===== src/rtl/srfd_pkg.sv =====
// Package for the steering return force drive: transaction payload types,
// configuration register types, request and drive mode codes, drive table.
// No dependencies.
package srfd_pkg;

	localparam int CFG_IDX_W  = 3;
	localparam int CFG_DATA_W = 16;

	// Request codes.
	localparam logic [2:0] REQ_TICK     = 3'd0;
	localparam logic [2:0] REQ_ENABLE   = 3'd1;
	localparam logic [2:0] REQ_DISABLE  = 3'd2;
	localparam logic [2:0] REQ_INCREASE = 3'd3;
	localparam logic [2:0] REQ_DECREASE = 3'd4;

	// Drive modes.
	localparam logic [1:0] MODE_FWD   = 2'd0;
	localparam logic [1:0] MODE_REV   = 2'd1;
	localparam logic [1:0] MODE_BRAKE = 2'd2;
	localparam logic [1:0] MODE_FREE  = 2'd3;

	// Configuration register indexes.
	localparam logic [CFG_IDX_W-1:0] CFG_ENCODER_CENTER   = 3'd0;
	localparam logic [CFG_IDX_W-1:0] CFG_DEADBAND_CCW     = 3'd1;
	localparam logic [CFG_IDX_W-1:0] CFG_DEADBAND_CW      = 3'd2;
	localparam logic [CFG_IDX_W-1:0] CFG_SPRING_GAIN      = 3'd3;
	localparam logic [CFG_IDX_W-1:0] CFG_MIN_DUTY         = 3'd4;
	localparam logic [CFG_IDX_W-1:0] CFG_MAX_DUTY         = 3'd5;
	localparam logic [CFG_IDX_W-1:0] CFG_PWM_PERIOD       = 3'd6;
	localparam logic [CFG_IDX_W-1:0] CFG_DEFAULT_STRENGTH = 3'd7;

	typedef struct packed {
		logic [2:0]  req_type;
		logic [15:0] steer_position;
	} req_t;

	typedef struct packed {
		logic [15:0] pulse_width;
		logic        pwm_enable;
		logic        bridge_in1;
		logic        bridge_in2;
	} rsp_t;

	typedef struct packed {
		logic [15:0]        encoder_center;
		logic signed [15:0] deadband_ccw;
		logic [14:0]        deadband_cw;
		logic [15:0]        spring_gain;
		logic [15:0]        min_duty;
		logic [15:0]        max_duty;
		logic [15:0]        pwm_period;
		logic [15:0]        default_strength;
	} cfg_t;

	// Drive table: {enable, in1, in2} for each mode.
	function automatic logic [2:0] drive_bits(input logic [1:0] mode);
		logic [2:0] bits;
		case (mode)
			MODE_FWD:   bits = 3'b110;
			MODE_REV:   bits = 3'b101;
			MODE_BRAKE: bits = 3'b111;
			default:    bits = 3'b000;
		endcase
		return bits;
	endfunction

endpackage


===== src/rtl/srfd_cfg.sv =====
// Configuration register file of the steering return force drive.
// Depends on srfd_pkg.
module srfd_cfg (
	input  logic                            clk,
	input  logic                            arst_n,
	input  logic                            cfg_we,
	input  logic [srfd_pkg::CFG_IDX_W-1:0]  cfg_idx,
	input  logic [srfd_pkg::CFG_DATA_W-1:0] cfg_wdata,
	output srfd_pkg::cfg_t                  cfg
);
	import srfd_pkg::*;

	cfg_t cfg_q;

	always_ff @(posedge clk or negedge arst_n) begin
		if (!arst_n) begin
			cfg_q.encoder_center   <= 16'd32768;
			cfg_q.deadband_ccw     <= -16'sd16;
			cfg_q.deadband_cw      <= 15'd16;
			cfg_q.spring_gain      <= 16'd786;
			cfg_q.min_duty         <= 16'd0;
			cfg_q.max_duty         <= 16'd16384;
			cfg_q.pwm_period       <= 16'd1000;
			cfg_q.default_strength <= 16'd6554;
		end else if (cfg_we) begin
			case (cfg_idx)
				CFG_ENCODER_CENTER:   cfg_q.encoder_center   <= cfg_wdata;
				CFG_DEADBAND_CCW:     cfg_q.deadband_ccw     <= $signed(cfg_wdata);
				CFG_DEADBAND_CW:      cfg_q.deadband_cw      <= cfg_wdata[14:0];
				CFG_SPRING_GAIN:      cfg_q.spring_gain      <= cfg_wdata;
				CFG_MIN_DUTY:         cfg_q.min_duty         <= cfg_wdata;
				CFG_MAX_DUTY:         cfg_q.max_duty         <= cfg_wdata;
				CFG_PWM_PERIOD:       cfg_q.pwm_period       <= cfg_wdata;
				CFG_DEFAULT_STRENGTH: cfg_q.default_strength <= cfg_wdata;
				default: ;
			endcase
		end
	end

	assign cfg = cfg_q;

endmodule


===== src/rtl/srfd_mul.sv =====
// Shared 16 x 16 unsigned multiplier with a registered product.
// No package dependencies.
module srfd_mul (
	input  logic        clk,
	input  logic        en,
	input  logic [15:0] op_a,
	input  logic [15:0] op_b,
	output logic [31:0] prod
);

	logic [31:0] prod_q;

	always_ff @(posedge clk) begin
		if (en) begin
			prod_q <= op_a * op_b;
		end
	end

	assign prod = prod_q;

endmodule


===== src/rtl/steering_return_force_drive_core.sv =====
// Top level of the steering return force drive: request sequencer, held
// state, duty clamp and output register. Depends on srfd_pkg, srfd_cfg
// and srfd_mul.

// Each request transaction produces exactly one result transaction with the
// pulse width and the H-bridge drive lines. Work is done one transaction at
// a time by a small sequencer around a single shared 16 x 16 multiplier:
// a tick outside the deadband uses it twice (spring gain times offset, then
// duty times PWM period) via MAG, CLAMP, SCALE and OUT; enable, disable,
// increase, decrease and a tick inside the deadband use it once via CLAMP,
// SCALE and OUT, and an ignored tick or an unknown request code goes
// straight to OUT. The result sits in an output register, so a new request
// can be accepted while the previous result waits; a stalled output holds
// the sequencer in OUT only when the next result is ready to leave. Duties,
// strengths and gain are fractions with FRAC_BITS fraction bits, and the
// pulse width is floor(duty * period / 2^FRAC_BITS), saturated to 16 bits.
// Configuration writes are to be done while the block is idle.
module steering_return_force_drive_core #(
	parameter int STRENGTH_STEP = 655,
	parameter int FRAC_BITS     = 16
) (
	input  logic                            clk,
	input  logic                            arst_n,
	input  logic                            cfg_we,
	input  logic [srfd_pkg::CFG_IDX_W-1:0]  cfg_idx,
	input  logic [srfd_pkg::CFG_DATA_W-1:0] cfg_wdata,
	input  logic                            in_valid,
	output logic                            in_ready,
	input  srfd_pkg::req_t                  in_data,
	output logic                            out_valid,
	input  logic                            out_ready,
	output srfd_pkg::rsp_t                  out_data
);
	import srfd_pkg::*;

	localparam logic [17:0] STEP     = 18'(STRENGTH_STEP);
	localparam logic [17:0] HELD_MAX = 18'h3FFFF;

	typedef enum logic [4:0] {
		ST_IDLE  = 5'b00001,
		ST_MAG   = 5'b00010,
		ST_CLAMP = 5'b00100,
		ST_SCALE = 5'b01000,
		ST_OUT   = 5'b10000
	} state_t;

	cfg_t cfg;

	state_t      state_q;
	logic        active_q;
	logic [1:0]  mode_q;
	logic [17:0] held_q;
	logic [15:0] pulse_q;
	logic [31:0] str_q;
	logic [15:0] abs_off_q;
	logic        neg_q;
	logic        from_mul_q;
	logic        upd_q;
	logic [15:0] duty_q;
	logic        out_valid_q;
	rsp_t        out_q;

	logic        accept;
	logic        mul_en;
	logic [15:0] mul_a;
	logic [15:0] mul_b;
	logic [31:0] prod;

	logic signed [15:0] off;
	logic signed [15:0] hi_edge;
	logic               in_band;
	logic [18:0]        held_sum;
	logic [17:0]        held_inc;
	logic [17:0]        held_dec;
	logic [31:0]        clamp_in;
	logic [15:0]        duty_nxt;
	logic [31:0]        scaled;
	logic [15:0]        pulse_nxt;
	logic               out_load;

	srfd_cfg u_cfg (
		.clk       (clk),
		.arst_n    (arst_n),
		.cfg_we    (cfg_we),
		.cfg_idx   (cfg_idx),
		.cfg_wdata (cfg_wdata),
		.cfg       (cfg)
	);

	// The multiplier serves the force product in MAG and the pulse width
	// product in SCALE; its product is valid in the following state.
	assign mul_en = (state_q == ST_MAG) || (state_q == ST_SCALE);
	assign mul_a  = (state_q == ST_MAG) ? cfg.spring_gain : duty_q;
	assign mul_b  = (state_q == ST_MAG) ? abs_off_q : cfg.pwm_period;

	srfd_mul u_mul (
		.clk  (clk),
		.en   (mul_en),
		.op_a (mul_a),
		.op_b (mul_b),
		.prod (prod)
	);

	assign in_ready = (state_q == ST_IDLE);
	assign accept   = in_valid && in_ready;

	// Wheel offset from centre wraps in 16 bits; the deadband is inclusive.
	assign off     = $signed(in_data.steer_position - cfg.encoder_center);
	assign hi_edge = $signed({1'b0, cfg.deadband_cw});
	assign in_band = (off >= cfg.deadband_ccw) && (off <= hi_edge);

	// Held strength saturates at both ends.
	assign held_sum = {1'b0, held_q} + {1'b0, STEP};
	assign held_inc = held_sum[18] ? HELD_MAX : held_sum[17:0];
	assign held_dec = (held_q > STEP) ? (held_q - STEP) : 18'd0;

	// Clamp: below min gives min, above max gives max. When min is above
	// max, anything not below min therefore lands on max.
	assign clamp_in = from_mul_q ? prod : str_q;
	always_comb begin
		if (clamp_in < {16'd0, cfg.min_duty}) begin
			duty_nxt = cfg.min_duty;
		end else if (clamp_in > {16'd0, cfg.max_duty}) begin
			duty_nxt = cfg.max_duty;
		end else begin
			duty_nxt = clamp_in[15:0];
		end
	end

	assign scaled    = prod >> FRAC_BITS;
	assign pulse_nxt = !upd_q ? pulse_q :
		((scaled[31:16] != 16'd0) ? 16'hFFFF : scaled[15:0]);

	assign out_load = (state_q == ST_OUT) && (!out_valid_q || out_ready);

	// Sequencer and architectural state.
	always_ff @(posedge clk or negedge arst_n) begin
		if (!arst_n) begin
			state_q  <= ST_IDLE;
			active_q <= 1'b1;
			mode_q   <= MODE_FREE;
			held_q   <= 18'd0;
			pulse_q  <= 16'd0;
		end else begin
			case (state_q)
				ST_IDLE: begin
					if (accept) begin
						case (in_data.req_type)
							REQ_TICK: begin
								if (!active_q) begin
									state_q <= ST_OUT;
								end else if (in_band) begin
									mode_q  <= MODE_FREE;
									state_q <= ST_CLAMP;
								end else begin
									state_q <= ST_MAG;
								end
							end
							REQ_ENABLE: begin
								active_q <= 1'b1;
								state_q  <= ST_CLAMP;
							end
							REQ_DISABLE: begin
								active_q <= 1'b0;
								state_q  <= ST_CLAMP;
							end
							REQ_INCREASE: begin
								held_q  <= held_inc;
								state_q <= ST_CLAMP;
							end
							REQ_DECREASE: begin
								held_q  <= held_dec;
								state_q <= ST_CLAMP;
							end
							default: begin
								state_q <= ST_OUT;
							end
						endcase
					end
				end
				ST_MAG: begin
					state_q <= ST_CLAMP;
				end
				ST_CLAMP: begin
					// A tick outside the deadband picks its drive direction here,
					// once the force magnitude is known.
					if (from_mul_q) begin
						if (prod == 32'd0) begin
							mode_q <= MODE_FREE;
						end else if (neg_q) begin
							mode_q <= MODE_FWD;
						end else begin
							mode_q <= MODE_REV;
						end
					end
					state_q <= ST_SCALE;
				end
				ST_SCALE: begin
					state_q <= ST_OUT;
				end
				ST_OUT: begin
					if (out_load) begin
						pulse_q <= pulse_nxt;
						state_q <= ST_IDLE;
					end
				end
				default: begin
					state_q <= ST_IDLE;
				end
			endcase
		end
	end

	// Working registers of the current transaction.
	always_ff @(posedge clk) begin
		if (accept) begin
			abs_off_q  <= off[15] ? (cfg.encoder_center - in_data.steer_position)
				: $unsigned(off);
			neg_q      <= off[15];
			from_mul_q <= (in_data.req_type == REQ_TICK) && !in_band;
			case (in_data.req_type)
				REQ_TICK: begin
					str_q <= 32'd0;
					upd_q <= active_q;
				end
				REQ_ENABLE: begin
					str_q <= (held_q == 18'd0) ? {16'd0, cfg.default_strength}
						: {14'd0, held_q};
					upd_q <= 1'b1;
				end
				REQ_DISABLE: begin
					str_q <= 32'd0;
					upd_q <= 1'b1;
				end
				REQ_INCREASE: begin
					str_q <= {14'd0, held_inc};
					upd_q <= 1'b1;
				end
				REQ_DECREASE: begin
					str_q <= {14'd0, held_dec};
					upd_q <= 1'b1;
				end
				default: begin
					str_q <= 32'd0;
					upd_q <= 1'b0;
				end
			endcase
		end
		if (state_q == ST_CLAMP) begin
			duty_q <= duty_nxt;
		end
	end

	// Output register.
	always_ff @(posedge clk or negedge arst_n) begin
		if (!arst_n) begin
			out_valid_q <= 1'b0;
		end else if (out_load) begin
			out_valid_q <= 1'b1;
		end else if (out_ready) begin
			out_valid_q <= 1'b0;
		end
	end

	always_ff @(posedge clk) begin
		if (out_load) begin
			out_q.pulse_width <= pulse_nxt;
			{out_q.pwm_enable, out_q.bridge_in1, out_q.bridge_in2} <= drive_bits(mode_q);
		end
	end

	assign out_valid = out_valid_q;
	assign out_data  = out_q;

`ifndef SYNTHESIS
	a_state_onehot: assert property (@(posedge clk) disable iff (!arst_n)
		$onehot(state_q))
		else $error("sequencer state is not one-hot");

	a_busy_after_accept: assert property (@(posedge clk) disable iff (!arst_n)
		accept |=> !in_ready)
		else $error("block ready again right after accepting a transaction");

	a_mag_then_clamp: assert property (@(posedge clk) disable iff (!arst_n)
		(state_q == ST_MAG) |=> (state_q == ST_CLAMP))
		else $error("force product not followed by clamp");

	a_free_lines_low: assert property (@(posedge clk) disable iff (!arst_n)
		(out_valid && !out_data.pwm_enable) |-> (!out_data.bridge_in1 && !out_data.bridge_in2))
		else $error("bridge lines driven while PWM is off");

	a_load_sets_valid: assert property (@(posedge clk) disable iff (!arst_n)
		out_load |=> out_valid)
		else $error("result loaded but not presented");
`endif

endmodule

===== config.mk =====
export PLATFORM = sky130hd
export DESIGN_NAME = steering_return_force_drive_core
export DESIGN_NICKNAME = d
export VERILOG_FILES = /design/src/rtl/srfd_pkg.sv /design/src/rtl/srfd_cfg.sv /design/src/rtl/srfd_mul.sv /design/src/rtl/steering_return_force_drive_core.sv
export SDC_FILE = /design/constraint.sdc
export NUM_CORES = 1
export LEC_CHECK = 0
export BUFFER_PORTS_ARGS = -buffer_cell sky130_fd_sc_hd__buf_2
export CAP_MARGIN = 20
export CORE_UTILIZATION = 35
export CTS_BUF_LIST = sky130_fd_sc_hd__clkbuf_4 sky130_fd_sc_hd__clkbuf_8
export DETAILED_ROUTE_END_ITERATION = 10
export GPL_TIMING_DRIVEN = 0
export PLACE_DENSITY = 0.57
export REMOVE_ABC_BUFFERS = 1
export SKIP_LAST_GASP = 1
export SLEW_MARGIN = 15
export SYNTH_ARGS = -nofsm -noshare
export SYNTH_HDL_FRONTEND = slang
export SYNTH_SLANG_ARGS = --single-unit

===== constraint.sdc =====
create_clock -name clk -period 7.8 [get_ports clk]
set_input_delay 0.78 -clock clk [delete_from_list [all_inputs] [get_ports clk]]
set_output_delay 0.78 -clock clk [all_outputs]
set_load 0.1 [all_outputs]

==> impl_metrics.py <==
metrics = {
    "synth": {
        "avgSynthCellArea_um2": 9.86,
        "synthArstFlopShare": 0.620,
        "synthDistinctLibCells": 84,
        "synthDominantCellAreaShare": 0.165,
        "yosysWarnings": 0,
        "syn_area_mm2": 0.0238,
        "synthTopCellsByArea": "fa_1 16%, dfrtp_1 14%, edfxtp_1 13%",
        "netlist_instances": 2413,
        "synth_edf_count": 104,
        "ys_seq_elements": 274,
        "ys_seq_area_frac": 0.312,
        "synth_top_area_cell": "fa_1",
        "synth_ff_type": "dfrtp_1",
    },
    "global_routing": {
        "grt_pass1_vias": 18300,
        "globalRoute.totalOverflow": 0,
        "antenna_found_initial": 1,
        "grt_util_all_layers": 0.192,
        "grt_pass1_wl_um": 104000,
        "grt_max_degree": 86,
    },
    "status": {
        "status": "completed",
    },
    "detailed_routing": {
        "ant_nets": 0,
        "drc": 0,
        "dr.max_layer_used": "met4",
        "viasPerCell": 5.15,
        "met2WireLength_um": 31400,
        "first_pass_iters": 6,
        "num_vias": 17400,
        "routed_wl_um": 65800,
        "post_drt_wl_per_cell_um": 19.4,
        "wl_met3_um": 3650,
        "drtIter0Drc": 1039,
        "wl_met1_um": 29100,
    },
    "die": {
        "core.rowCount": 95,
        "start_util": 0.354,
        "fp.dieH_um": 263,
        "core-area_mm2": 0.0672,
        "dieArea_mm2": 0.0690,
        "io_pins": 64,
        "die_x_um": 263,
    },
    "place": {
        "port_buffers": 63,
        "gp_congestion": 0.926,
        "dp_cells": 3278,
        "dp_worst_setup_slack_ps": -592,
        "placed_cell_area_mm2": 0.0251,
        "dp_hpwl_um": 50200,
    },
    "layout": {
        "layout_common_cells": "364 x inv_1, 247 x nand2_1, 202 x ha_1, 196 x fa_1, 178 x nor2_1",
        "layout.cells.non_filler": 3383,
        "final_nets": 2906,
        "areaGrowthSynthToFinish_pct": 11.8,
        "num_antenna_cells": 0,
        "final_common_cell": "inv_1",
        "final_util": 0.396,
        "final_area_mm2": 0.0266,
        "drive_gt1_frac": 0.167,
    },
    "timing": {
        "period_share": 0.957,
        "slew_violations": 0,
        "relSlewSlack": 0.188,
        "hold_violations": 0,
        "fin_skew_ps": 33.3,
        "max_clock_freq_ghz": 0.134,
        "post-route-min-period_ps": 7470,
        "rsz0062_at_grt": "true",
        "worstMarginPinSlew_ps": 1220,
        "layout_setup_ws_ps": 335,
        "setup_violations": 0,
    },
    "critical_path": {
        "critical_path.max_fanout": 55,
        "path_class": "reg2reg",
        "cp_slowest_cell": "fa_1",
        "crit_family": "adder cells",
        "end_kind": "flip-flop",
        "required_ps": 8240,
        "worst-path-buf-inv": 4,
        "max_stage_delay_ps": 550,
        "arrival_ps": 7910,
        "critPathLaunchType": "flip-flop",
        "path_cells": "nor4_2, nand2_4, buf_16, mux2i_4, buf_4, nor2_1, fa_1, fa_1, fa_1, fa_1, fa_1, inv_1, fa_1, inv_1, ha_1, nand4_1, nor2_1, nand3_1, a31oi_4, o21ai_1, o211ai_1, a21oi_1, xnor2_1",
        "crit_top_cell": "fa_1",
    },
    "clock_network": {
        "htree_num_levels": 2,
        "numCtsBuffers": 53,
        "cts_tree": "built",
        "cts.sinks": 274,
        "clock_latency_ps": 660,
        "path_clk_slew_ps": 60,
        "root_buffer": "clkbuf_8",
        "clk_path_buf_depth": 3,
    },
    "worst_hold_path": {
        "worstHoldPathType": "in2reg",
    },
    "run": {
        "drv_cap": 0,
    },
}
==> synth_stat cells (11+ instances only) <==
| master | count |
|---|---|
| a31oi_1 | 16 |
| nand2_1 | 248 |
| nand3_1 | 24 |
| or3_1 | 11 |
| nand4_1 | 24 |
| xnor2_1 | 45 |
| ha_1 | 202 |
| mux2i_1 | 72 |
| buf_2 | 19 |
| clkbuf_1 | 67 |
| dfstp_2 | 36 |
| nor2b_1 | 11 |
| o21ai_1 | 27 |
| o21a_1 | 14 |
| inv_1 | 364 |
| fa_1 | 196 |
| nand2b_1 | 19 |
| nor2_1 | 179 |
| edfxtp_1 | 104 |
| a21oi_1 | 82 |
| o21ai_0 | 122 |
| dfrtp_1 | 134 |
| nor3_1 | 28 |
| xor2_1 | 26 |
| mux2_2 | 147 |
| a21o_1 | 38 |
==> per-stage QoR <==
stage          hold WS (ps)  TNS (ps)
6_report                423         0
3_3_place_gp            482    -43850
5_1_grt                 393     -12.5
2_1_floorplan           475     -2980
3_5_place_dp            492     -2340
4_1_cts                 368         0
==> final timing paths <==
path / to / depth (start not counted) / start / slack, ps
min in group asynchronous: pulse_q[10] / 2 / arst_n / 550
worst max register to register: u_mul.prod[31] / 23 / state_q[3] / 330
worst min-delay path: state_q[2] / 3 / in_valid / 420
worst min register to register: pulse_q[0] / 1 / pulse_q[0] / 500
max in group asynchronous: u_cfg.cfg[1] / 4 / arst_n / 6130
worst max-delay path: u_mul.prod[31] / 23 / state_q[3] / 330
==> registers in the layout (all words and copies together), names as in the netlist <==
register and cells:
neg_q 1, duty_q 16, out_valid 1, u_mul.prod 32, u_cfg.cfg 127, state_q 5, active_q 1, out_data 19
pulse_q 16, str_q 18, abs_off_q 16, mode_q 2, upd_q 1, held_q 18, from_mul_q 1
==> metal layers <==
layer  GRT usage  up-vias
li1            -     8163
met1       0.247     8708
met2       0.327      462
met3      0.0353       95
met4      0.0536        0
met5           0        -
==> what timing repair did <==
item,4_1_cts,5_1_grt
endpoints found under the hold margin,16,0
gates resized for setup,14,22
pin swaps,0,1
endpoints found under the setup margin,13,7
hold buffers,1,0
buffers inserted,0,2
==> cells by family after synthesis <==
group                      after synthesis  share of synthesized area
and+or+nand+nor                        608                      0.115
adders and majority gates              398                      0.271
muxes                                  222                      0.101
buffers and inverters                  459                     0.0742
AOI/OAI and AO/OA                      381                      0.100
xor gates and xnor gates                71                     0.0261
DFF                                    274                      0.312
==> worst reg2reg max path: cells and delay by family (launching register included) <==
family	cells	cell delay, ps
adders and majority gates	7	3570
and+or+nand+nor	6	1190
AOI/OAI and AO/OA	4	820
buffers and inverters	4	620
DFF	1	460
muxes	1	330
xor gates and xnor gates	1	260
==> cell type report <==
cell class | count | area, um^2
timing repair buffer | 91 | 623
clock inverter | 28 | 289
tap | 873 | 1090
multi-input combinational | 1680 | 14800
inverter | 365 | 1370
clock buffer | 72 | 941
fill | 6565 | 40600
sequential | 274 | 7420
Power is not shown: default switching activity piles up to over one toggle a cycle in this logic, so the estimate is an artifact.
